**src/rtl/epc_pkg.sv**
```systemverilog
// Package of types and constants for the event port controller.
`timescale 1ns / 1ps
package epc_pkg;
    localparam int NumPorts      = 16;
    localparam int PortW         = 4;
    localparam int OffDelayTicks = 40;

    typedef enum logic [2:0] {
        OP_LOAD   = 3'd0,
        OP_SAMPLE = 3'd1,
        OP_RECV   = 3'd2,
        OP_TICK   = 3'd3,
        OP_EXPIRY = 3'd4
    } op_t;

    typedef enum logic [2:0] {
        REG_NODE   = 3'd0,
        REG_SHORT  = 3'd1,
        REG_SOD    = 3'd2,
        REG_PULSE  = 3'd3,
        REG_PLONG  = 3'd4
    } reg_idx_t;

    localparam logic [0:0] KIND_EVENT = 1'b0;
    localparam logic [0:0] KIND_PIN   = 1'b1;

    localparam int FLAG_IN    = 0;
    localparam int FLAG_DELAY = 1;
    localparam int FLAG_INV   = 2;
    localparam int FLAG_PULSE = 3;

    typedef struct packed {
        logic [2:0]  op;
        logic [3:0]  port;
        logic        pin_level;
        logic        start_of_day;
        logic        tx_ready;
        logic [15:0] node;
        logic [15:0] address;
        logic        event_on;
        logic [3:0]  port_flags;
    } item_t;

    typedef struct packed {
        logic        kind;
        logic [1:0]  event_code;
        logic [15:0] event_node;
        logic [15:0] event_address;
        logic [3:0]  out_port;
        logic        pin_value;
        logic        last;
    } result_t;

    // Port entry held in the table memory.
    typedef struct packed {
        logic [3:0]  flags;
        logic [15:0] address;
        logic [15:0] node;
        logic        status;
        logic        timed;
        logic [7:0]  timer;
    } entry_t;

    function automatic logic [7:0] pulse_ticks(input logic [1:0] sel, input logic lng);
        logic [7:0] b;
        begin
            unique case (sel)
                2'd0: b = 8'd5;
                2'd1: b = 8'd10;
                2'd2: b = 8'd20;
                default: b = 8'd40;
            endcase
            pulse_ticks = lng ? 8'((b << 2) + (b << 1)) : b;
        end
    endfunction
endpackage

```
**src/rtl/epc_stream_if.sv**
```systemverilog
// Valid/ready channel interface carrying one payload.
`timescale 1ns / 1ps
interface epc_stream_if #(parameter type payload_t = logic) ();
    logic     valid;
    logic     ready;
    payload_t data;
    modport source (output valid, output data, input ready);
    modport sink (input valid, input data, output ready);
endinterface

```
**src/rtl/epc_table.sv**
```systemverilog
// Port entry memory, one write and one registered read port.
`timescale 1ns / 1ps
module epc_table (
    input  logic                    clk,
    input  logic                    we,
    input  logic [epc_pkg::PortW-1:0] waddr,
    input  epc_pkg::entry_t         wdata,
    input  logic [epc_pkg::PortW-1:0] raddr,
    output epc_pkg::entry_t         rdata
);
    import epc_pkg::*;
    entry_t mem [NumPorts];

    always_ff @(posedge clk)
    begin
        if (we)
        begin
            mem[waddr] <= wdata;
        end
        rdata <= mem[raddr];
    end
endmodule

```
**src/rtl/event_port_controller.sv**
```systemverilog
// Top level of the event port controller.
`timescale 1ns / 1ps
// Sequencing: a load is written to the entry memory when it is accepted; a sample or expiry reads its
//   entry at acceptance and decides in the next cycle; a walk reads and then executes each port entry.
// Flow: a new item is taken only in idle, once the previous one is done with its walk, its pin
//   writes and any output stalls; results trail by one slot.
// Reset: the entry memory is swept to zero, entry by entry through all 16, after reset, during
//   which no transaction is taken; configuration registers clear at once.
module event_port_controller (
    input  logic clk,
    input  logic rst_n,
    epc_stream_if.sink   in_ch,
    epc_stream_if.source out_ch,
    input  logic        cfg_we,
    input  logic [2:0]  cfg_index,
    input  logic [15:0] cfg_data
);
    import epc_pkg::*;

    typedef enum logic [2:0] {
        S_CLEAR, S_IDLE, S_PEXEC, S_WREAD, S_WEXEC, S_PUSH, S_FLUSH
    } state_t;

    state_t state_reg;
    logic [PortW-1:0] cnt_reg;      // sweep/walk index
    item_t item_reg;
    result_t res_reg;
    logic out_valid_reg;
    // Walk parameters
    logic [15:0] wnode_reg, waddr_reg;
    logic won_reg;
    result_t ev_reg;                 // pin write waiting for the hold slot
    // Hold one result back so that "last" is known when it leaves
    result_t hold_reg;
    logic hold_valid_reg;

    // Configuration
    logic [15:0] node_number_reg;
    logic short_reg, sod_all_reg, plong_reg;
    logic [1:0] psel_reg;

    logic we;
    logic [PortW-1:0] wa, ra;
    entry_t wd, rd;

    epc_table u_table (.clk(clk), .we(we), .waddr(wa), .wdata(wd), .raddr(ra), .rdata(rd));

    always_ff @(posedge clk or negedge rst_n)
    begin
        if (!rst_n)
        begin
            node_number_reg <= '0;
            short_reg <= 1'b0;
            sod_all_reg <= 1'b0;
            psel_reg <= '0;
            plong_reg <= 1'b0;
        end
        else if (cfg_we)
        begin
            unique case (cfg_index)
                REG_NODE:  node_number_reg <= cfg_data;
                REG_SHORT: short_reg <= cfg_data[0];
                REG_SOD:   sod_all_reg <= cfg_data[0];
                REG_PULSE: psel_reg <= cfg_data[1:0];
                REG_PLONG: plong_reg <= cfg_data[0];
                default: ;
            endcase
        end
    end

    // Output register frees when empty or taken
    logic out_free, out_push;
    result_t out_next;
    assign out_free = !out_valid_reg || out_ch.ready;
    assign out_push = (state_reg == S_PUSH || state_reg == S_FLUSH) && hold_valid_reg
                      && out_free;
    assign in_ch.ready = (state_reg == S_IDLE);
    assign out_ch.valid = out_valid_reg;
    assign out_ch.data = res_reg;

    // The held result is the last one only when it leaves in the flush step
    always_comb
    begin
        out_next = hold_reg;
        out_next.last = (state_reg == S_FLUSH);
    end

    logic [PortW-1:0] idx;
    assign idx = cnt_reg;
    assign ra = (state_reg == S_IDLE) ? in_ch.data.port : idx;

    // Per-entry decisions from the read data
    logic pval, m_hit, v_bit;
    logic sod, s_on, s_fire, x_due;
    assign sod = item_reg.start_of_day;
    assign pval = !item_reg.pin_level;
    assign m_hit = !rd.flags[FLAG_IN] && rd.address == waddr_reg
                   && (short_reg || rd.node == wnode_reg);
    assign v_bit = won_reg ^ rd.flags[FLAG_INV];
    assign s_on = pval ^ rd.flags[FLAG_INV];
    // A sample that reports (not absorbed by the off delay)
    assign s_fire = rd.flags[FLAG_IN] && (sod || pval != rd.status)
                    && !(!sod && rd.flags[FLAG_DELAY] && !pval)
                    && !(!sod && rd.flags[FLAG_DELAY] && rd.timed);
    assign x_due = rd.timed && rd.timer == 8'd0;

    function automatic result_t mk_event(input logic on, input logic sodf,
                                         input logic sh, input logic [15:0] nn,
                                         input logic [15:0] a);
        result_t r;
        begin
            r = '0;
            r.kind = KIND_EVENT;
            r.event_code = {sh && !sodf, !on};
            r.event_node = nn;
            r.event_address = a;
            mk_event = r;
        end
    endfunction

    function automatic result_t mk_pin(input logic [PortW-1:0] p, input logic v);
        result_t r;
        begin
            r = '0;
            r.kind = KIND_PIN;
            r.out_port = p;
            r.pin_value = v;
            mk_pin = r;
        end
    endfunction

    // Memory write
    always_comb
    begin
        we = 1'b0;
        wa = idx;
        wd = rd;
        unique case (state_reg)
            S_CLEAR: begin we = 1'b1; wd = '0; end
            S_IDLE: begin
                if (in_ch.valid && in_ch.data.op == OP_LOAD)
                begin
                    we = 1'b1;
                    wa = in_ch.data.port;
                    wd = '0;
                    wd.flags = in_ch.data.port_flags;
                    wd.address = in_ch.data.address;
                    wd.node = in_ch.data.node;
                end
            end
            S_PEXEC: begin
                wa = item_reg.port;
                if (item_reg.op == OP_SAMPLE)
                begin
                    if (rd.flags[FLAG_IN] && (sod || pval != rd.status))
                    begin
                        we = 1'b1;
                        wd.status = pval;
                        if (!sod && rd.flags[FLAG_DELAY] && !pval)
                        begin
                            wd.timer = 8'(OffDelayTicks);
                            wd.timed = 1'b1;
                        end
                        else if (!sod && rd.flags[FLAG_DELAY] && rd.timed)
                        begin
                            wd.timer = 8'(OffDelayTicks);
                            wd.timed = 1'b0;
                        end
                        else if (!(sod && !sod_all_reg && !(pval ^ rd.flags[FLAG_INV]))
                                 && !item_reg.tx_ready)
                        begin
                            wd.status = !pval;
                        end
                    end
                end
                else if (rd.timed && rd.timer == 8'd0)
                begin
                    we = 1'b1;
                    wd.timed = 1'b0;
                end
            end
            S_WEXEC: begin
                if (item_reg.op == OP_TICK)
                begin
                    we = rd.timed && rd.timer != 8'd0;
                    wd.timer = rd.timer - 8'd1;
                end
                else if (m_hit && v_bit && rd.flags[FLAG_PULSE])
                begin
                    we = 1'b1;
                    wd.timed = 1'b1;
                    wd.timer = pulse_ticks(psel_reg, plong_reg);
                end
            end
            default: ;
        endcase
    end

    // State advance
    always_ff @(posedge clk or negedge rst_n)
    begin
        if (!rst_n)
        begin
            state_reg <= S_CLEAR;
            cnt_reg <= '0;
            item_reg <= '0;
            res_reg <= '0;
            out_valid_reg <= 1'b0;
            wnode_reg <= '0;
            waddr_reg <= '0;
            won_reg <= 1'b0;
            ev_reg <= '0;
            hold_reg <= '0;
            hold_valid_reg <= 1'b0;
        end
        else
        begin
            if (out_push)
            begin
                res_reg <= out_next;
                out_valid_reg <= 1'b1;
            end
            else if (out_ch.ready)
            begin
                out_valid_reg <= 1'b0;
            end
            unique case (state_reg)
                S_CLEAR: begin
                    cnt_reg <= cnt_reg + PortW'(1);
                    if (idx == PortW'(NumPorts - 1))
                    begin
                        state_reg <= S_IDLE;
                    end
                end
                S_IDLE: begin
                    if (in_ch.valid)
                    begin
                        item_reg <= in_ch.data;
                        cnt_reg <= '0;
                        wnode_reg <= in_ch.data.node;
                        waddr_reg <= in_ch.data.address;
                        won_reg <= in_ch.data.event_on;
                        unique case (in_ch.data.op)
                            OP_SAMPLE, OP_EXPIRY: state_reg <= S_PEXEC;
                            OP_RECV, OP_TICK: state_reg <= S_WREAD;
                            default: ;
                        endcase
                    end
                end
                S_PEXEC: begin
                    // Decide the single-port action; the entry was read at acceptance
                    wnode_reg <= node_number_reg;
                    waddr_reg <= rd.address;
                    if (item_reg.op == OP_SAMPLE && s_fire)
                    begin
                        won_reg <= s_on;
                        hold_reg <= mk_event(s_on, sod, short_reg, node_number_reg,
                                             rd.address);
                        hold_valid_reg <= item_reg.tx_ready
                                          && !(sod && !sod_all_reg && !s_on);
                        state_reg <= S_WREAD;
                    end
                    else if (item_reg.op != OP_SAMPLE && x_due && rd.flags[FLAG_IN])
                    begin
                        won_reg <= rd.flags[FLAG_INV];
                        hold_reg <= mk_event(rd.flags[FLAG_INV], 1'b0, short_reg,
                                             node_number_reg, rd.address);
                        hold_valid_reg <= item_reg.tx_ready;
                        state_reg <= S_WREAD;
                    end
                    else if (item_reg.op != OP_SAMPLE && x_due)
                    begin
                        hold_reg <= mk_pin(item_reg.port, 1'b0);
                        hold_valid_reg <= 1'b1;
                        state_reg <= S_FLUSH;
                    end
                    else
                    begin
                        state_reg <= S_IDLE;
                    end
                end
                S_WREAD: state_reg <= S_WEXEC;
                S_WEXEC: begin
                    if (item_reg.op != OP_TICK && m_hit)
                    begin
                        ev_reg <= mk_pin(idx, v_bit);
                        state_reg <= S_PUSH;
                    end
                    else if (idx == PortW'(NumPorts - 1))
                    begin
                        state_reg <= S_FLUSH;
                    end
                    else
                    begin
                        cnt_reg <= cnt_reg + PortW'(1);
                        state_reg <= S_WREAD;
                    end
                end
                S_PUSH: begin
                    // Move the held result out, then hold the new pin write
                    if (!hold_valid_reg || out_free)
                    begin
                        hold_reg <= ev_reg;
                        hold_valid_reg <= 1'b1;
                        if (idx == PortW'(NumPorts - 1))
                        begin
                            state_reg <= S_FLUSH;
                        end
                        else
                        begin
                            cnt_reg <= cnt_reg + PortW'(1);
                            state_reg <= S_WREAD;
                        end
                    end
                end
                S_FLUSH: begin
                    // Release the held result marked last
                    if (!hold_valid_reg || out_free)
                    begin
                        hold_valid_reg <= 1'b0;
                        state_reg <= S_IDLE;
                    end
                end
                default: state_reg <= S_IDLE;
            endcase
        end
    end

    assert property (@(posedge clk) disable iff (!rst_n)
        in_ch.valid && in_ch.ready |-> state_reg == S_IDLE)
        else $error("transaction taken outside idle");
    assert property (@(posedge clk) disable iff (!rst_n)
        state_reg == S_CLEAR |-> !in_ch.ready)
        else $error("transaction taken during clearing sweep");
    assert property (@(posedge clk) disable iff (!rst_n)
        hold_valid_reg |-> state_reg != S_IDLE)
        else $error("held result left behind");
    assert property (@(posedge clk) disable iff (!rst_n)
        out_ch.valid && !out_ch.ready |=> out_ch.valid && $stable(out_ch.data))
        else $error("waiting result changed");
endmodule

```
**src/flat_wrapper.sv**
```systemverilog
// flat-port wrapper written by rule: the top's interface ports become plain ports
module event_port_controller_flat import epc_pkg::*;
  (clk, rst_n, cfg_we, cfg_index, cfg_data, in_ch_valid, in_ch_data, in_ch_ready, out_ch_valid, out_ch_data, out_ch_ready);
  epc_stream_if #(.payload_t(item_t)) in_ch_i ();
  epc_stream_if #(.payload_t(result_t)) out_ch_i ();
  input  logic clk;
  input  logic rst_n;
  input  logic cfg_we;
  input  logic [2:0] cfg_index;
  input  logic [15:0] cfg_data;
  input wire logic [$bits(in_ch_i.valid)-1:0] in_ch_valid;
  input wire logic [$bits(in_ch_i.data)-1:0] in_ch_data;
  output wire logic [$bits(in_ch_i.ready)-1:0] in_ch_ready;
  output wire logic [$bits(out_ch_i.valid)-1:0] out_ch_valid;
  output wire logic [$bits(out_ch_i.data)-1:0] out_ch_data;
  input wire logic [$bits(out_ch_i.ready)-1:0] out_ch_ready;
  assign in_ch_i.valid = in_ch_valid;
  assign in_ch_i.data = in_ch_data;
  assign in_ch_ready = in_ch_i.ready;
  assign out_ch_valid = out_ch_i.valid;
  assign out_ch_data = out_ch_i.data;
  assign out_ch_i.ready = out_ch_ready;
  event_port_controller u_core (.clk(clk), .rst_n(rst_n), .in_ch(in_ch_i), .out_ch(out_ch_i), .cfg_we(cfg_we), .cfg_index(cfg_index), .cfg_data(cfg_data));
endmodule
```
**config.mk**
```make
export PLATFORM = sky130hd
export DESIGN_NAME = event_port_controller_flat
export DESIGN_NICKNAME = d
export VERILOG_FILES = /design/src/rtl/epc_pkg.sv /design/src/rtl/epc_stream_if.sv /design/src/rtl/epc_table.sv /design/src/rtl/event_port_controller.sv /design/src/flat_wrapper.sv
export SDC_FILE = /design/constraint.sdc
export NUM_CORES = 1
export LEC_CHECK = 0
export ABC_AREA = 1
export BUFFER_PORTS_ARGS = -buffer_cell sky130_fd_sc_hd__buf_2
export CELL_PAD_IN_SITES_DETAIL_PLACEMENT = 1
export CELL_PAD_IN_SITES_GLOBAL_PLACEMENT = 1
export CORE_ASPECT_RATIO = 0.75
export CORE_MARGIN = 5
export CORE_UTILIZATION = 35
export CTS_CLUSTER_SIZE = 40
export DETAILED_ROUTE_END_ITERATION = 7
export GPL_TIMING_DRIVEN = 0
export PLACE_DENSITY_LB_ADDON = 0.1
export RECOVER_POWER = 100
export SYNTH_ARGS = -nofsm -noshare
export SYNTH_HDL_FRONTEND = slang
export SYNTH_SLANG_ARGS = --single-unit
```
**constraint.sdc**
```tcl
create_clock -name clk -period 5.3 [get_ports clk]
set_input_delay 0.795 -clock clk [delete_from_list [all_inputs] [get_ports clk]]
set_output_delay 0.795 -clock clk [all_outputs]
set_load 0.005 [all_outputs]
```
==> results of run 1 <==
-- critical path: cells and delay by family (launching register included) --
kind,cells,cell delay (ns)
compound gates,2,1.72
buf+inv,3,2.01
flops,1,0.44
simple gates,3,0.63
-- kinds of logic (layout without fill, tap and decap cells) --
family	Yosys count	after routing	share of synthesized area
AND/OR/NAND/NOR	1233	1233	0.126
flip-flops	942	942	0.702
AO/OA/AOI/OAI	857	857	0.126
buffers and inverters	346	710	0.0379
XOR/XNOR	14	14	0.00318
multiplexers	13	13	0.00380
adder cells (fa/ha/maj)	3	3	0.000975
-- power breakdown --
| group | internal [mW] | total, mW | switching [mW] | leakage, nW |
|---|---|---|---|---|
| combinational | 2.91 | 13.0 | 10.1 | 5.54 |
| clock | 3.94 | 6.95 | 3.01 | 1.53 |
| sequential | 10.8 | 11.4 | 0.610 | 9.20 |
-- cells in the mapped netlist (6+ instances only) --
library cell,n,area share
sky130_fd_sc_hd__mux2_2,13,0.0038
sky130_fd_sc_hd__nand3_1,123,0.016
sky130_fd_sc_hd__clkbuf_1,90,0.0088
sky130_fd_sc_hd__nand2_1,453,0.044
sky130_fd_sc_hd__a31oi_1,20,0.0032
sky130_fd_sc_hd__nor3_1,7,0.00091
sky130_fd_sc_hd__xor2_1,9,0.0020
sky130_fd_sc_hd__o21ai_1,42,0.0055
sky130_fd_sc_hd__inv_1,134,0.013
sky130_fd_sc_hd__dfxtp_1,46,0.024
sky130_fd_sc_hd__a21oi_1,52,0.0068
sky130_fd_sc_hd__buf_1,13,0.0013
sky130_fd_sc_hd__nor2_1,632,0.062
sky130_fd_sc_hd__buf_4,6,0.0012
sky130_fd_sc_hd__nand4_1,7,0.0011
sky130_fd_sc_hd__o21ai_0,529,0.069
sky130_fd_sc_hd__dfrtp_1,160,0.10
sky130_fd_sc_hd__inv_2,9,0.00088
sky130_fd_sc_hd__o211ai_1,200,0.039
sky130_fd_sc_hd__buf_2,88,0.011
sky130_fd_sc_hd__edfxtp_1,736,0.57
-- area by class of cell --
| class | count | area share |
|---|---|---|
| inverters | 145 | 0.0121 |
| well taps | 1444 | 0.0401 |
| clock inverters | 55 | 0.0123 |
| flip-flops and latches | 942 | 0.600 |
| repair buffers | 182 | 0.0345 |
| multi-input cells | 2120 | 0.224 |
| plain buffers | 201 | 0.0193 |
| clock buffers | 127 | 0.0576 |
-- layer usage --
layer  wire [um]  track usage
met3        8000       0.0364
met5           0            0
met1       71200        0.379
met2       63700        0.371
met4        3080       0.0508
-- through the flow --
step,cells,setup WS (ns)
after floorplan,3408,0.583
after global placement,4965,-4.41
after detailed placement,5034,0.285
after CTS,5216,0.718
after global routing,5216,0.237
final,5216,0.381
-- final timing paths --
kind	depth (start not counted)	slack, ns	end	startpoint
max	8	0.38	u_core.u_table.rdata[36]$_DFF_P_	u_core.state_reg[1]$_DFFE_PN0P_
min	3	0.32	u_core.item_reg[37]$_DFFE_PN0P_	in_ch_data[37]
max reg2reg	8	0.38	u_core.u_table.rdata[36]$_DFF_P_	u_core.state_reg[1]$_DFFE_PN0P_
min reg2reg	2	0.46	u_core.ev_reg[40]$_DFFE_PN0P_	u_core.ev_reg[40]$_DFFE_PN0P_
max in group asynchronous	1	1.53	u_core.wnode_reg[15]$_DFFE_PN0P_	rst_n
min in group asynchronous	1	1.50	u_core.out_ch.data[3]$_DFFE_PN0P_	rst_n
-- cell usage in the layout (no fill, tap or decap), types with 41 or more instances in the layout --
cell type,netlist,routed
sky130_fd_sc_hd__o21ai_0,529,531
sky130_fd_sc_hd__nand3_1,123,123
sky130_fd_sc_hd__edfxtp_1,736,736
sky130_fd_sc_hd__nor2_1,632,634
sky130_fd_sc_hd__dfrtp_1,160,160
sky130_fd_sc_hd__o211ai_1,200,200
sky130_fd_sc_hd__buf_2,88,162
sky130_fd_sc_hd__nand2_1,453,454
sky130_fd_sc_hd__clkbuf_16,0,99
sky130_fd_sc_hd__dfxtp_1,46,46
sky130_fd_sc_hd__clkbuf_1,90,192
sky130_fd_sc_hd__o21ai_1,42,41
sky130_fd_sc_hd__inv_1,134,137
==> key figures, run 1 <==
GRT
  • Pin count of the biggest net entering global routing: a little under 100
  • Wire length of the first global-routing pass: 209000 um
  • Number of antenna violations at the first check in global routing: 5
  • GRT Util Overall: 0.247
  • Global route total overflow: 0
  • Number of global-route vias before repair: just under 30000

Clock tree
  • Clock input transition at the sequential cells of the worst setup and hold paths: roughly 0.060 ns
  • Clock root buffer: sky130_fd_sc_hd__clkbuf_16
  • Clk Latency, worst-skew pair: 0.70 ns
  • Hold Buf Count CTS: 0
  • Number of H-tree levels: 3
  • CTS tree: built
  • CTS Buf Count: around 100
  • CTS resizes: 0
  • Maximum number of buffers from clock root to sink: 3
  • Clock Sinks: around 940
  • Number of setup buffers added after CTS: 0

Floorplanning
  • Initial Utilization: 0.352
  • Site Rows: approximately 110
  • Height of the chip: 297 um
  • Core footprint: around 110000 um^2
  • Top-level port count: 114
  • Full die area: around 120000 um^2
  • Overall die width: about 390 um

Finish
  • Number of flip-flops under the largest register name: between 700 and 800
  • Final non-filler cell area: between 40000 and 50000 um^2
  • # diodes: 0
  • Area growth from synthesis to layout: 16.9%
  • Final nets: 3765
  • Multi-input gate area: approximately 10000 um^2
  • Register Area: between 20000 and 30000 um^2
  • Top reg by flops: u_core.u_table.mem
  • Post-layout utilization of the core: 0.412
  • Share of layout cells above drive strength 1: 0.0992
  • Fill cells: between 10000 and 15000

Synthesis
  • Distinct cell type count of the synthesized netlist: 44
  • Average footprint of a synthesized cell: roughly 11 um^2
  • Sequential-to-total area share from yosys stat: 0.702
  • Async SR Flop Fraction: 0.170
  • Main synth FF type: sky130_fd_sc_hd__edfxtp_1
  • Mapped Nets: ~3500
  • Flip-flop and latch count after synthesis: approximately 940
  • Post-synth EDFFs: about 740
  • Cell area after synthesis: 38500 um^2
  • Total number of yosys warnings: 0
  • Number of cells produced by synthesis: about 3400

STA
  • Setup Skew: around 0.026 ns
  • Share of the clock period used by the worst path: 0.928
  • Hold Fails Final Rpt: 0
  • Final setup vio count: 0
  • Maximum achievable frequency: approximately 200 MHz
  • Setup repair after global routing missed its margin: false
  • Worst max-slew margin expressed relative to the limit: -1.68
  • Final setup TNS: 0 ns
  • Final Max Slew Viols: about 230
  • Fin Hold WS: between 0.3 and 0.4 ns
  • Actual transition at the worst max-transition pin: around 4.0 ns
  • Minimum clock period: between 4 and 5 ns

Pwr
  • Power density cells: approximately 700 nW/um^2
  • VDD IR-drop max: 337 uV
  • Static leakage: ~16 nW
  • PnR Total Power: about 31 mW

Worst setup path
  • Category of the critical setup timing path: reg -> reg
  • Most frequent CP cell: sky130_fd_sc_hd__clkbuf_1
  • Startpoint types: flip-flop
  • Nature of the critical path endpoint: flip-flop
  • Critical-path maximum fanout: 10
  • Critical path arrival: 5.54 ns
  • Required time worst endpoint: approximately 5.9 ns
  • Slowest CP cell: sky130_fd_sc_hd__o21ai_0
  • Ordered list of cells on the worst path: nor2_1 > nand2_1 > clkbuf_1 > o21ai_0 > clkbuf_1 > clkbuf_1 > o211ai_1 > nand2_1
  • Largest incremental delay on the critical path: between 1.5 and 2 ns

Placed design
  • Half-perimeter wire length of the detailed placement result: between 100000 and 150000 um
  • # port buffers: between 100 and 150
  • Routability cong.: ~0.85
  • DP Area: between 40000 and 50000 um^2

Drt
  • Number of violations reported at the end of detailed-routing iteration 0: roughly 2500
  • Number of detailed-routing iterations run before antenna repair: 5
  • Average routed wire per standard cell: 28.0 um
  • # DRC: 0
  • Total wirelength of the detailed-routed design: around 150000 um
  • Vias after detailed routing: between 20000 and 30000
  • Antenna viol nets, final: 0
  • Vias per inst: 5.48

Hold path
  • Classification of the worst-slack hold path: in -> reg

Status
  • Result of the run: finished with violations
  • Violated checks: capacitance limit, slew limit

Flow run
  • Max-cap violations: 12
Note: power is estimated with default switching activity, not from simulation.
==> run 2: changes to the inputs <==
--- a/config.mk
+++ b/config.mk
@@ -7,4 +7,5 @@
 export LEC_CHECK = 0
 export ABC_AREA = 1
+export ABC_CLOCK_PERIOD_IN_PS = 5220
 export BUFFER_PORTS_ARGS = -buffer_cell sky130_fd_sc_hd__buf_2
 export CELL_PAD_IN_SITES_DETAIL_PLACEMENT = 1
==> constraint.sdc (replaced) <==
create_clock -name clk -period 5.22 [get_ports clk]
set_input_delay 1.305 -clock clk [delete_from_list [all_inputs] [get_ports clk]]
set_output_delay 1.305 -clock clk [all_outputs]
set_load 0.005 [all_outputs]
==> run 2 against run 1 <==
  * The flow still finishes with violations (capacitance limit, slew limit)
  * Count of clock-buffer cells in the layout rose by 8
  * Largest cell class unchanged
  * Worst hold slack improved by 0.15 ns
  * Routed wire length fell by 1.9%
  * Via count fell by 1.5%
  * Critical path type is now in -> reg
  * Utilization fell by 0.23 points
==> key figures, run 2 (synthesis results as in run 1) <==
Pwr
  • Power density cells: 704 nW/um^2 (was 696 nW/um^2)
  • PnR Total Power: 31.5 mW (was 31.3 mW)
  • VDD IR-drop max: 330 uV (was 337 uV)
  • Static leakage: 16.1 nW (was 16.3 nW)

STA
  • Worst max-slew margin expressed relative to the limit: -0.546 (was -1.68)
  • Minimum clock period: between 5 and 6 ns
  • Final Max Slew Viols: 326 (was 233)
  • Final setup TNS: 0 ns (unchanged)
  • Setup repair after global routing missed its margin: false (unchanged)
  • Share of the clock period used by the worst path: 0.964
  • Actual transition at the worst max-transition pin: 2.32 ns (was 4.01 ns)
  • Maximum achievable frequency: 199 MHz
  • Hold Fails Final Rpt: 0 (unchanged)
  • Final setup vio count: 0 (unchanged)
  • Crit path setup slack, layout: 0.190 ns (was 0.381 ns)
  • Setup Skew: 0.0244 ns (was 0.0262 ns)

Clock tree
  • CTS resizes: 0 (unchanged)
  • CTS tree: built (unchanged)
  • Clock root buffer: sky130_fd_sc_hd__clkbuf_16 (unchanged)
  • Clock input transition at the sequential cells of the worst setup and hold paths: 0.06 ns (about the same)
  • Maximum number of buffers from clock root to sink: 3 (unchanged)
  • CTS Buf Count: 97 (was 99)
  • Number of setup buffers added after CTS: 0 (unchanged)
  • Clock Sinks: 942 (unchanged)
  • Number of H-tree levels: 3 (unchanged)
  • Hold Buf Count CTS: 0 (unchanged)
  • Clk Latency, worst-skew pair: 0.70 ns (about the same)

Drt
  • # DRC: 0 (unchanged)
  • Vias after detailed routing: 28200 (was 28600)
  • Antenna viol nets, final: 0 (unchanged)
  • Number of violations reported at the end of detailed-routing iteration 0: 2575 (was 2543)
  • Total wirelength of the detailed-routed design: 143000 um (was 146000 um)
  • Average routed wire per standard cell: 27.4 um (was 28.0 um)
  • Vias per inst: 5.40 (was 5.48)
  • Number of detailed-routing iterations run before antenna repair: 6 (was 5)

Floorplanning
  • Top-level port count: 114 (unchanged)
  • Overall die width: 393 um (unchanged)
  • Site Rows: 105 (unchanged)
  • Height of the chip: 297 um (unchanged)
  • Full die area: 117000 um^2 (unchanged)
  • Core footprint: 109000 um^2 (unchanged)
  • Initial Utilization: 0.352 (unchanged)

Finish
  • Most common library cell in the layout ignoring fill and taps: sky130_fd_sc_hd__edfxtp_1 (unchanged)
  • Post-Layout Cell Count: 5218 (was 5216)
  • Final nets: 3761 (was 3765)
  • Fill cells: 11800 (about the same)
  • Top reg by flops: u_core.u_table.mem (unchanged)
  • Final non-filler cell area: 44800 um^2 (was 45000 um^2)
  • Share of layout cells above drive strength 1: 0.0974 (was 0.0992)
  • Area growth from synthesis to layout: 16.2% (was 16.9%)
  • Number of flip-flops under the largest register name: 736 (unchanged)
  • Commonest non-fill, non-tap cells in the layout: sky130_fd_sc_hd__edfxtp_1, sky130_fd_sc_hd__nor2_1, sky130_fd_sc_hd__o21ai_0 (unchanged)

Flow run
  • Max-cap violations: 12 (unchanged)

Worst setup path
  • Nature of the critical path endpoint: flip-flop (unchanged)
  • Number of buffers and inverters on the critical path: 5 (was 3)
  • Required time worst endpoint: 5.61 ns (was 5.92 ns)
  • Capture instance of the worst register-to-register path: u_core.u_table.mem[13][30]$_DFFE_PP_ (was u_core.u_table.rdata[36]$_DFF_P_)
  • Number of gates on the worst path with buffers counted: 11 (was 8)
  • Depth of the most critical reg-to-reg path: 11 (was 8)
  • Ordered list of cells on the worst path: clkbuf_1 > nor3_1 > nand2_1 > nor2_2 > inv_2 > nand2_1 > a21oi_2 > buf_2 > a21oi_2 > buf_16 > buf_12 (was nor2_1 > nand2_1 > clkbuf_1 > o21ai_0 > clkbuf_1 > clkbuf_1 > o211ai_1 > nand2_1)
  • Critical path arrival: 5.42 ns (was 5.54 ns)
  • Slowest CP cell: sky130_fd_sc_hd__a21oi_2 (was sky130_fd_sc_hd__o21ai_0)
  • Category of the critical setup timing path: in -> reg (was reg -> reg)
  • Worst R2R Start: u_core.state_reg[1]$_DFFE_PN0P_ (unchanged)
  • Crit path max-delay family: simple AND/OR/NAND/NOR gates (was buffers and inverters)
  • Startpoint types: primary input (was flip-flop)
  • Setup slack, reg-to-reg: 0.31 ns (was 0.38 ns)
  • Largest incremental delay on the critical path: 0.95 ns (was 1.51 ns)
  • Critical-path maximum fanout: 16 (was 10)

Placed design
  • Worst-case setup slack after placement: -0.264 ns (was 0.285 ns)
  • DP Area: 42200 um^2 (was 42300 um^2)
  • Number of placed instances with taps included: 5031 (was 5034)
  • # port buffers: 113 (unchanged)
  • Half-perimeter wire length of the detailed placement result: 102000 um (was 106000 um)
  • Routability cong.: 0.810 (was 0.850)

GRT
  • Global route total overflow: 0 (unchanged)
  • Number of antenna violations at the first check in global routing: 4 (was 5)
  • Pin count of the biggest net entering global routing: 87 (was 97)
  • Number of global-route vias before repair: 27800 (was 29400)
  • GRT Util Overall: 0.242 (was 0.247)
  • Wire length of the first global-routing pass: 204000 um (was 209000 um)

Status
  • Violated checks: capacitance limit, slew limit (unchanged)
  • Result of the run: finished with violations (unchanged)

Hold path
  • Hold Path Sink: u_core.ev_reg[40]$_DFFE_PN0P_ (was u_core.item_reg[37]$_DFFE_PN0P_)
  • Critical hold path startpoint: u_core.ev_reg[40]$_DFFE_PN0P_ (was in_ch_data[37])
  • Classification of the worst-slack hold path: reg -> reg (was in -> reg)
  • Instance count along the most critical hold path: 2 (was 3)
## run 2: changes by cell type in the layout (fill, tap and decap cells not counted), moves of 6 or more
cell / previous run / this run
sky130_fd_sc_hd__clkbuf_1: 192 / 202
sky130_fd_sc_hd__clkbuf_2: 3 / 10
sky130_fd_sc_hd__clkbuf_8: 1 / 7
sky130_fd_sc_hd__buf_2: 162 / 150
sky130_fd_sc_hd__buf_16: 16 / 10
## run 2: worst register-to-register path, cell delays in order, from the launching register on
cell	delay [ns]
sky130_fd_sc_hd__dfrtp_1	0.43
sky130_fd_sc_hd__nor2_1	0.24
sky130_fd_sc_hd__nand2_1	0.22
sky130_fd_sc_hd__clkbuf_1	0.29
sky130_fd_sc_hd__nor2_2	0.81
sky130_fd_sc_hd__inv_2	0.26
sky130_fd_sc_hd__nand2_1	0.36
sky130_fd_sc_hd__a21oi_2	0.19
sky130_fd_sc_hd__buf_2	0.37
sky130_fd_sc_hd__a21oi_2	0.95
sky130_fd_sc_hd__buf_16	0.25
sky130_fd_sc_hd__buf_12	0.22
## run 2: where the power goes
part           switching, mW  internal, mW
Sequential             0.609          11.0
Clock                   3.04          3.84
Combinational           10.2          2.92
## run 2: how the worst max path moves through the flow
stage | startpoint | to | slack (ns)
after floorplan | in_ch_data[44] | u_core.u_table.mem[10][0]$_DFFE_PP_ | 0.00005
after global placement | in_ch_data[45] | u_core.u_table.mem[12][34]$_DFFE_PP_ | -5.02
after detailed placement | in_ch_data[45] | u_core.u_table.mem[15][36]$_DFFE_PP_ | -0.26
after CTS | in_ch_data[45] | u_core.u_table.mem[15][39]$_DFFE_PP_ | 0.46
after global routing | in_ch_data[45] | u_core.u_table.mem[11][35]$_DFFE_PP_ | 0.08
final | in_ch_data[45] | u_core.u_table.mem[13][30]$_DFFE_PP_ | 0.19
## run 2: area by class of cell
class	count	area, um^2	share of cell area
Buffer	201	858	0.0192
Sequential cell	942	27000	0.604
Tap cell	1444	1810	0.0404
Clock inverter	46	393	0.00877
Antenna cell	5	12.5	0.000279
Clock buffer	135	2680	0.0599
Multi-Input combinational cell	2120	10100	0.226
Inverter	145	544	0.0122
Timing Repair Buffer	180	1350	0.0301
## run 2: metal layers
metal,GRT usage,up-vias,part of all wire
li1,-,12600,-
met1,0.386,14600,0.50
met2,0.353,774,0.43
met3,0.0316,157,0.057
met4,0.0424,0,0.018
met5,0,-,0
## run 2: stage by stage
| stage | util | hold WS (ns) |
|---|---|---|
| floorplan | - | 0.419 |
| global placement | 0.374 | 0.434 |
| detailed placement | 0.386 | 0.456 |
| CTS | 0.415 | 0.471 |
| global route | 0.410 | 0.494 |
| finish | 0.410 | 0.466 |
